==> config.mk <==
export PLATFORM = sky130hd
export DESIGN_NAME = sdfc_front
export DESIGN_NICKNAME = d
export VERILOG_FILES = /design/src/sdfc_pkg.sv /design/src/sdfc_front.sv
export SDC_FILE = /design/constraint.sdc
export NUM_CORES = 1
export LEC_CHECK = 0
export ABC_CLOCK_PERIOD_IN_PS = 900
export BUFFER_PORTS_ARGS = -buffer_cell sky130_fd_sc_hd__buf_2
export CORE_UTILIZATION = 14
export DETAILED_ROUTE_END_ITERATION = 8
export PLACE_DENSITY = 0.85
export SLEW_MARGIN = 20
export SYNTH_ARGS = -nofsm -noshare
export SYNTH_HDL_FRONTEND = slang
export SYNTH_SLANG_ARGS = --single-unit
==> constraint.sdc <==
create_clock -name clk -period 0.9 [get_ports clk]
set_clock_uncertainty 0.15 [all_clocks]
set_input_delay 0.09 -clock clk [delete_from_list [all_inputs] [get_ports clk]]
set_output_delay 0.09 -clock clk [all_outputs]
set_load 0.01 [all_outputs]
==> src/sdfc_pkg.sv <==
package sdfc_pkg;

  localparam int DistW  = 32;
  localparam int CoefW  = 31;
  localparam int ModeW  = 2;
  localparam int IndexW = 2;
  localparam int QueueDepth = 2;

  localparam logic [DistW-1:0] DIST_MAX = 32'h7FFF_FFFF;

  typedef enum logic [ModeW-1:0] {
    MODE_UNION = 2'd0,
    MODE_INTER = 2'd1,
    MODE_SUB   = 2'd2,
    MODE_VOID  = 2'd3
  } mode_t;

  typedef enum logic [IndexW-1:0] {
    REG_MODE   = 2'd0,
    REG_FACTOR = 2'd1,
    REG_RECIP  = 2'd2,
    REG_NONE   = 2'd3
  } reg_index_t;

  // What the back end does with a child
  typedef enum logic [1:0] {
    OP_LOAD   = 2'd0,
    OP_VOID   = 2'd1,
    OP_HARD   = 2'd2,
    OP_SMOOTH = 2'd3
  } op_t;

  typedef struct packed {
    mode_t            mode;
    logic [CoefW-1:0] factor;
    logic [CoefW-1:0] recip;
  } cfg_t;

  typedef struct packed {
    logic signed [DistW-1:0] distance;
    logic                    last;
    op_t                     op;
  } item_t;

  typedef enum logic [2:0] {
    ST_IDLE   = 3'd0,
    ST_CLAMP  = 3'd1,
    ST_MUL_KH = 3'd2,
    ST_MUL_W  = 3'd3,
    ST_SUM    = 3'd4
  } state_t;

endpackage

==> src/sdfc_front.sv <==
module sdfc_front
  import sdfc_pkg::*;
(
  input  logic                    clk,
  input  logic                    rst,
  input  cfg_t                    cfg,
  input  logic                    in_valid,
  output logic                    in_ready,
  input  logic signed [DistW-1:0] in_dist,
  input  logic                    in_last,
  output logic                    push,
  output item_t                   push_item,
  input  logic                    queue_full
);

  logic awaiting_first;

  assign in_ready = !queue_full;
  assign push     = in_valid && !queue_full;

  always_comb begin
    push_item.distance = in_dist;
    push_item.last     = in_last;
    if (cfg.mode == MODE_VOID) begin
      push_item.op = OP_VOID;
    end else if (awaiting_first) begin
      push_item.op = OP_LOAD;
    end else if (cfg.factor == '0) begin
      push_item.op = OP_HARD;
    end else begin
      push_item.op = OP_SMOOTH;
    end
  end

  // Track run boundaries at the accept point
  always_ff @(posedge clk) begin
    if (rst) begin
      awaiting_first <= 1'b1;
    end else if (push) begin
      awaiting_first <= in_last;
    end
  end

endmodule

Word-level counts from Yosys, hierarchy flattened
Cells that the tools add are included.
{"block": "totals", "output_inout_bits": 37, "in_bits": 101, "word_cells": 8, "reg_bits": 1}
{"block": "classes", "mux": 3, "eq_ne": 1, "n_reduce_logical": 3}
{"operator": "$logic_not 31->1", "count": 1}
{"operator": "$mux 2", "count": 2}
{"operator": "$eq 2x2->1 const B", "count": 1}
{"operator": "$logic_and 1x1->1", "count": 1}
{"operator": "$logic_not 1->1", "count": 1}
{"operator": "$mux 1", "count": 1}

Depth between registers and ports, before layout
{"block": "logic_depth", "ltp_word": 4, "ltp_mapped": 4}

Least setup slack after synthesis
No wires, ideal clock.
{"block": "synth_timing", "kind": "register to register", "startpoint": "register awaiting_first (netlist name)", "endpoint": "register awaiting_first", "period_less_slack_ns": 0.926, "path_stages_with_launch": 3, "setup_ns": 0.120, "path_slack_ns": -0.026, "required_time_ns": 0.630, "t_arrival_ns": 0.657, "path_buffers": 0, "cell_sequence": "dfxtp_1 nor2b_1 a211o_1"}
{"item": "to (signal assigned)", "line_no": "sdfc_front.sv:40", "text": "awaiting_first <= in_last;"}
{"item": "to (decl)", "line_no": "sdfc_front.sv:16", "text": "logic awaiting_first;"}

==> qor.yml <==
grt:
  grtUsageTotal: 0.0626
  grt_pass1_wl_um: 1240
  grt_max_degree: 4
  antenna_found_initial: 0
  gr-total-overflow: 0
  grt_pass1_vias: 295
detailed_routing:
  dr.pass1.iters: 1
  postRouteAntennaNets: 0
  drt-total-wl_um: 995
  drt-wirelength-per-cell_um: 10.8
  vias_per_cell: 4.02
  vias: 370
  drc: 0
  drtIter0Drc: 0
final_layout:
  final_util: 0.185
  top_regs: "awaiting_first: 1 flops"
  drive_above_1_share: 0.806
  multiInputGateArea_um2: 156
  fillers: 303
  largest_register_ffs: 1
  syn2layout_area_growth_pct: 23.8
  nets: 165
  antenna-diode-count: 0
  final_area_um2: 462
  seq_area_um2: 21.3
  largest-register: "awaiting_first"
outcome:
  outcome: "finished, violations left"
  violations: "setup timing"
timing:
  fmax_mhz: 817
  period_minus_slack_ns: 1.22
  finalSetupTns_ns: -0.365
  max_slew.worst_pin.slew_ns: 0.283
  hold_viol: 0
  setup_viol: 2
  setup_ws_ns: -0.323
  final.period_utilization: 1.36
  maxSlewHeadroom: 0.809
  slew_violations: 0
  rsz0062_at_grt: "yes"
yosys:
  syn-num-nets: 153
  syn_inst: 52
  synth_top_area_share: 0.664
  syn_area_per_cell_um2: 7.17
  ys_warn_count: 0
  synthTopCellsByArea: "buf_4 (66%), nor4_1 (12%), dfxtp_1 (5.4%)"
  synth-seq-area-share: 0.0537
  yosysTopAreaCell: "buf_4"
  synth.ff_latch_count: 1
  synth.distinct_cells: 13
  syn_area_um2: 373
setup_path:
  end_kind: "output port"
  required_ns: 0.66
  r2r_end: "awaiting_first"
  worstSetupPathType: "primary input to output port"
  cp-start-kind: "primary input"
  cp.arrival_ns: 0.98
  worstRegToRegCells: 2
  worst-r2r-setup-slack_ns: -0.02
  cp-endpoint: "push_item[0]"
  rr_startpoint: "awaiting_first"
  cp_max_fo: 1
  crit_start: "cfg[39]"
cts:
  clk_latency_ns: 0
  postCtsHoldBufs: 0
power:
  power_switching_mw: 0.0655
  clkPwrFrac: 0
  p_per_area_mw_per_mm2: 457
  seqPwrFrac: 0.242
  finalPower_mw: 0.211
  combPwrFrac: 0.758
  p_int_mw: 0.146
  switching_share: 0.310
  p_leak_nw: 0.222
  irDropWorstVdd_mv: 0.266
placed_design:
  placed_cell_area_um2: 374
  dp_hpwl_um: 888
  portBuffers: 42
  place_ws_ns: -0.503
  gp_congestion: 0.694
hold_path:
  hold_class: "primary input to output port"
floorplan:
  io_pins: 138
  core.rowCount: 18
  start_util: 0.149
  die_area_mm2: 0.00287
  die_h_um: 53.6
  dieWidth_um: 53.6
  coreArea_mm2: 0.00250
job:
  cap_violations: 0
==> cells in the final DEF, fill, tap and decap left out <==
master,instances
nor4_2,1
inv_1,1
dfxtp_2,1
and2b_2,1
buf_2,38
nor3_1,1
buf_4,1
a211o_1,1
nand4_1,2
nor2_2,1
nor4_4,3
buf_6,4
nand2_1,1
nor2b_1,1
a21oi_1,1
o21ai_1,1
nor4_1,3
==> synth_stat cells <==
library cell	count
nand4_1	2
and2b_1	1
dfxtp_1	1
inv_1	1
nor3_1	1
a21oi_1	1
buf_4	33
a211o_1	1
nor2b_1	1
nor4_1	7
nor2_1	1
nand2_1	1
o21ai_1	1
==> layer usage <==
layer | vias up | global-route usage | part of all wire
met5 | - | 0 | 0
met4 | 0 | 0.0395 | 0.046
met3 | 6 | 0.00847 | 0.15
met2 | 43 | 0.140 | 0.53
met1 | 156 | 0.0467 | 0.28
li1 | 165 | - | -
==> metrics by stage <==
step | cells | hold slack, ns
floorplan | 52 | 0.0385
global route | 92 | 0.0300
detailed placement | 91 | 0.0301
global placement | 91 | 0.0301
CTS | 91 | 0.0301
finish | 92 | 0.0300
==> final cells by class <==
class / instances / area share
timing repair buffer: 43 / 0.526
sequential: 1 / 0.0461
multi-input combinational: 17 / 0.339
tap: 30 / 0.0813
inverter: 1 / 0.00813
==> worst min-delay path by stage <==
stage / startpoint / to / cells after the start
2_1_floorplan: rst / awaiting_first / 1
3_3_place_gp: in_dist[8] / push_item[11] / 0
3_5_place_dp: in_dist[8] / push_item[11] / 0
4_1_cts: in_dist[8] / push_item[11] / 0
5_1_grt: in_dist[22] / push_item[25] / 0
6_report: in_dist[22] / push_item[25] / 0
==> repair_timing <==
item,CTS,global route
pin swaps,4,5
setup buffers,0,1
gates resized for setup,7,6
endpoints found under the setup margin,2,2
==> logic make-up (layout without fill, tap and decap cells) <==
family | Yosys count | after routing | synth area share
buffers and inverters | 34 | 44 | 0.674
flip-flops | 1 | 1 | 0.0537
AND/OR/NAND/NOR | 14 | 14 | 0.221
AO/OA/AOI/OAI | 3 | 3 | 0.0503
==> worst max-delay path, stage by stage <==
cell and delay, ns:
buf_6 0.10, nor4_4 0.29, nand4_1 0.17, nor2_2 0.14, o21ai_1 0.06, buf_2 0.13
==> power by group through the flow <==
stage                     Sequential, mW  Combinational (mW)  Clock, mW
final                             0.0512               0.160          0
after floorplan                   0.0504               0.177          0
after CTS                         0.0514               0.147          0
after global placement            0.0514               0.122          0
after global routing              0.0517               0.173          0
after detailed placement          0.0513               0.125          0
No activity file was read; power rests on OpenSTA's default activity.
