$ cat src/sdfc_pkg.sv
package sdfc_pkg;

  localparam int DistW  = 32;
  localparam int CoefW  = 31;
  localparam int ModeW  = 2;
  localparam int IndexW = 2;
  localparam int QueueDepth = 2;

  localparam logic [DistW-1:0] DIST_MAX = 32'h7FFF_FFFF;

  typedef enum logic [ModeW-1:0] {
    MODE_UNION = 2'd0,
    MODE_INTER = 2'd1,
    MODE_SUB   = 2'd2,
    MODE_VOID  = 2'd3
  } mode_t;

  typedef enum logic [IndexW-1:0] {
    REG_MODE   = 2'd0,
    REG_FACTOR = 2'd1,
    REG_RECIP  = 2'd2,
    REG_NONE   = 2'd3
  } reg_index_t;

  // What the back end does with a child
  typedef enum logic [1:0] {
    OP_LOAD   = 2'd0,
    OP_VOID   = 2'd1,
    OP_HARD   = 2'd2,
    OP_SMOOTH = 2'd3
  } op_t;

  typedef struct packed {
    mode_t            mode;
    logic [CoefW-1:0] factor;
    logic [CoefW-1:0] recip;
  } cfg_t;

  typedef struct packed {
    logic signed [DistW-1:0] distance;
    logic                    last;
    op_t                     op;
  } item_t;

  typedef enum logic [2:0] {
    ST_IDLE   = 3'd0,
    ST_CLAMP  = 3'd1,
    ST_MUL_KH = 3'd2,
    ST_MUL_W  = 3'd3,
    ST_SUM    = 3'd4
  } state_t;

endpackage

$ cat src/sdfc_queue.sv
module sdfc_queue
  import sdfc_pkg::*;
(
  input  logic  clk,
  input  logic  rst,
  input  logic  push,
  input  item_t push_item,
  output logic  full,
  input  logic  pop,
  output logic  head_valid,
  output item_t head_item
);

  localparam int PtrW = $clog2(QueueDepth);
  localparam int CntW = $clog2(QueueDepth + 1);

  item_t            entries [QueueDepth];
  logic [PtrW-1:0]  wr_ptr;
  logic [PtrW-1:0]  rd_ptr;
  logic [CntW-1:0]  count;

  assign full       = (count == CntW'(QueueDepth));
  assign head_valid = (count != '0);
  assign head_item  = entries[rd_ptr];

  always_ff @(posedge clk) begin
    if (push) begin
      entries[wr_ptr] <= push_item;
    end
  end

  always_ff @(posedge clk) begin
    if (rst) begin
      wr_ptr <= '0;
      rd_ptr <= '0;
      count  <= '0;
    end else begin
      if (push) begin
        wr_ptr <= (wr_ptr == PtrW'(QueueDepth - 1)) ? '0 : wr_ptr + 1'b1;
      end
      if (pop) begin
        rd_ptr <= (rd_ptr == PtrW'(QueueDepth - 1)) ? '0 : rd_ptr + 1'b1;
      end
      if (push && !pop) begin
        count <= count + 1'b1;
      end else if (pop && !push) begin
        count <= count - 1'b1;
      end
    end
  end

endmodule

$ cat config.mk
export PLATFORM = sky130hd
export DESIGN_NAME = sdfc_queue
export DESIGN_NICKNAME = d
export VERILOG_FILES = /design/src/sdfc_pkg.sv /design/src/sdfc_queue.sv
export SDC_FILE = /design/constraint.sdc
export NUM_CORES = 1
export LEC_CHECK = 0
export ABC_CLOCK_PERIOD_IN_PS = 3800
export BUFFER_PORTS_ARGS = -buffer_cell sky130_fd_sc_hd__buf_2
export CAP_MARGIN = 20
export CORE_ASPECT_RATIO = 0.8
export CORE_MARGIN = 2
export CORE_UTILIZATION = 35
export DETAILED_ROUTE_END_ITERATION = 16
export PLACE_DENSITY_LB_ADDON = 0.1
export SKIP_LAST_GASP = 1
export SYNTH_ARGS = -nofsm -noshare
export SYNTH_HDL_FRONTEND = slang
export SYNTH_SLANG_ARGS = --single-unit
$ cat constraint.sdc
create_clock -name clk -period 3.8 [get_ports clk]
set_input_delay 0.57 -clock clk [delete_from_list [all_inputs] [get_ports clk]]
set_output_delay 0.57 -clock clk [all_outputs]
set_load 0.03 [all_outputs]
; After elaboration in Yosys (flattened, before gate mapping)
; Memories as Yosys holds them, arrays and structs flattened. A register that Yosys moved wholly into a read port is not among the register bits.
; Index checks and enable logic that the tools add are counted.
[word_totals]
mem_count = 1
word_cells = 23
register_bits = 4
ram_bits = 70
out_inout_bits = 37
[mem_list]
columns = memory, words, width, read_ports, rd_ports_with_merged_regs, wr, line_no
row1 = entries, 2, 35, 1, 1, 1, sdfc_queue.sv:17  ; item_t entries [QueueDepth];
[classes]
n_addsub = 4
reduce_logical = 6
eq_ne = 1
n_mux = 8
[op_table]
columns = op, n
row1 = $mux W1, 6
row2 = $mux W2, 2
row3 = $reduce_bool A2 Y1, 2
row4 = $add A1 B1 Y1 const B, 2
row5 = $add A2 B1 Y2 const B, 1
row6 = $eq A2 B2 Y1 const B, 1
row7 = $logic_and A1 B1 Y1, 2
row8 = $logic_not A1 Y1, 2
row9 = $sub A2 B1 Y2 const B, 1

; Logic depth before layout (Yosys ltp)
[logic_depth]
depth_word = 4
depth_mapped = 5
depth_no_buf = 5

; Worst setup path before layout
; Ideal clock, no wire load.
[synth_path]
path_type = in2reg
from = input push
to = memory entries[0][0] (netlist name), enable pin
cell_stages = 1
slack_ns = 1.223
n_path_buf = 0
required_ns = 3.369
arrival_ns = 2.146
path_cell_list = nor2b_1
[synth_between]
elab_chain_len = 2
[synth_rtl]
columns = item, line_no
row1 = from (decl), sdfc_queue.sv:6  ; input logic push,
row2 = $mux W1, sdfc_queue.sv:27  ; if (push) begin
row3 = $mux W1 (not written as such), sdfc_queue.sv:28  ; entries[wr_ptr] <= push_item;
row4 = to (decl), sdfc_queue.sv:17
; Every way passes these cells.

==> results_dict.tcl <==
set metrics [dict create \
    die_y_um 83.2 \
    setup_tns_ns 0 \
    track_usage_pct 11.0 \
    cts_sinks 75 \
    hold_viol 0 \
    synthDistinctLibCells 17 \
    min_period_ns 2.39 \
    die-area_mm2 0.00857 \
    swShare_pct 24.1 \
    rsz0062_at_grt "no" \
    p_sw_uw 430 \
    design.core.area_mm2 0.00750 \
    fill_cells 692 \
    ys_ff_latch 75 \
    dr.first_iter.drc_count 30 \
    drive_gt1_share_pct 58.5 \
    hold_path.class "in2reg" \
    status "finished clean" \
    worst_ep_required_time_ns 3.23 \
    postCtsSetupRepairBufs 0 \
    power.density_mw_per_mm2 525 \
    cts_tree "done" \
    drtAntennaViolNets 0 \
    arrival_ns 1.82 \
    synth_warnings 0 \
    p_seq_share_pct 55.5 \
    avgViaCountPerCell 4.26 \
    slew_headroom_pct 33.2 \
    syn_avg_cell_area_um2 21.0 \
    grt_pass1_wl_mm 6.91 \
    pin_count 76 \
    leakagePower_uw 0.00128 \
    cts_hold_buf 0 \
    fp-row-count 28 \
    gp_congestion 0.677 \
    drt-total-wl_mm 4.53 \
    initial_core_util_pct 36.6 \
    combPwrFrac_pct 14.2 \
    endpoint_kind "primary output" \
    maxCapViolations 0 \
    port_buffers 75 \
    maxSlewViolCount 0 \
    remaining_drc_errors 0 \
    fmax_mhz 418 \
    num_vias 1373 \
    finClkSkew_ns 0.00210 \
    clockPowerShare_pct 30.3 \
    worstSetupPathType "reg2out" \
    place_hpwl_mm 3.03 \
    tightest_slew_ns 1.00 \
    grt_max_degree 36 \
    cts_resized 0 \
    syn_inst 131 \
    wl_per_cell_um 14.1 \
    synthesis.area_mm2 0.00275 \
    diodes 0 \
    firstDrtPassIters 4 \
    timing.final.crit_share_pct 63.0 \
    setup_viol 0 \
    cts-root-buf "clkbuf_8" \
    antenna_found_initial 0 \
    clock_path_buffers 2 \
    ys_seq_area_share_pct 80.2 \
    synth_nets 171 \
    nNetsFinal 253 \
    overflow 0 \
    peakVddDrop_mv 0.282 \
    cp-start-kind "register" \
    htree_levels 3 \
    clock_latency_ns 0.33 \
    cp_max_fo 35 \
    clkTransAtPathRegs_ns 0.06 \
    cts_buffers 9 \
    grt_pass1_vias 1449 \
    die_w_um 103 \
    syn_to_final_growth_pct 23.8 \
    internal_power_uw 1360 \
    power_uw 1790 \
]
[cell families after synthesis]
logic type               after synthesis  share of synthesized area, %
flip-flops                            75                          80.2
AND/OR/NAND/NOR                        9                          1.78
AO/OA/AOI/OAI                          2                         0.364
multiplexers                          35                          14.4
adder cells (fa/ha/maj)                1                         0.456
buffers and inverters                  5                          1.55
XOR/XNOR                               4                          1.28
[placed cells by master, fill, tap and decap left out]
| master | instances |
|---|---|
| buf_2 | 75 |
| edfxtp_1 | 70 |
| mux2_2 | 35 |
| clkbuf_8 | 9 |
| nor2_1 | 4 |
| dfxtp_1 | 4 |
| clkbuf_1 | 3 |
| xor2_1 | 2 |
| xnor2_1 | 2 |
| clkinv_2 | 2 |
| inv_1 | 1 |
| or2_2 | 1 |
| and2_2 | 1 |
| and2b_2 | 1 |
| nor2b_4 | 1 |
| o21ai_0 | 1 |
| or3_1 | 1 |
| a21oi_1 | 1 |
| ha_1 | 1 |
| dfxtp_2 | 1 |
| bufinv_16 | 1 |
[final cells by class]
| type | instances | area, um2 | area share [%] |
|---|---|---|---|
| well taps | 105 | 131 | 3.87 |
| clock buffers | 12 | 135 | 3.98 |
| repair buffers | 75 | 375 | 11.0 |
| inverters | 1 | 3.75 | 0.110 |
| flip-flops and latches | 75 | 2200 | 64.8 |
| multi-input cells | 51 | 509 | 15.0 |
| clock inverters | 3 | 40.0 | 1.18 |
[power groups by stage]
stage | clock network [uW] | registers [uW] | logic, uW
floorplan | 0 | 990 | 195
global placement | 0 | 1010 | 252
detailed placement | 0 | 1010 | 258
CTS | 568 | 992 | 259
global route | 603 | 996 | 271
finish | 541 | 990 | 254
[synth_stat cells]
library cell	number	share of area (%)
and2b_2	1	0.32
dfxtp_1	5	3.6
buf_6	3	1.2
a21oi_1	1	0.18
nor2b_1	1	0.23
nor2_1	4	0.55
xor2_1	2	0.64
and2_1	1	0.23
or3_1	1	0.23
buf_2	1	0.18
inv_1	1	0.14
o21ai_0	1	0.18
xnor2_1	2	0.64
edfxtp_1	70	77
ha_1	1	0.46
mux2_2	35	14
or2_2	1	0.23
[final timing paths]
check	cells past startpoint	start	slack, ns	endpoint
hold / removal	1	push_item[5]	0.43	entries[0][5]
hold reg to reg	2	count[1]	0.50	count[1]
setup reg to reg	1	wr_ptr	2.23	entries[1][26]
setup / recovery	2	register	1.41	head_item[18]
[per-stage QoR]
stage	cell area (um2)	hold WS [ns]	std cells	utilization, %	setup slack [ns]
global route	3400	0.403	322	45.3	1.25
floorplan	2750	0.456	131	-	1.22
CTS	3400	0.403	322	45.3	1.33
global placement	3220	0.472	307	43.0	1.73
finish	3400	0.428	322	45.3	1.41
detailed placement	3220	0.492	307	43.0	1.70
[worst max-delay path, cell delays in order (launching register included)]
cell,delay [ns]
dfxtp_2,0.87
mux2_2,0.43
buf_2,0.18
[registers in the layout, indices dropped and copies added, names as in the netlist, named ones only]
register,flops
wr_ptr,1
entries,70
rd_ptr,1
count,2
[per-layer routing]
metal	track usage [%]	vias up	part of all wire [%]
met5	0	-	0
met4	2.87	0	0.66
met1	11.5	651	37
met2	19.1	52	55
met3	5.98	4	8.0
li1	-	666	-
Power figures use the tool's default switching activity.
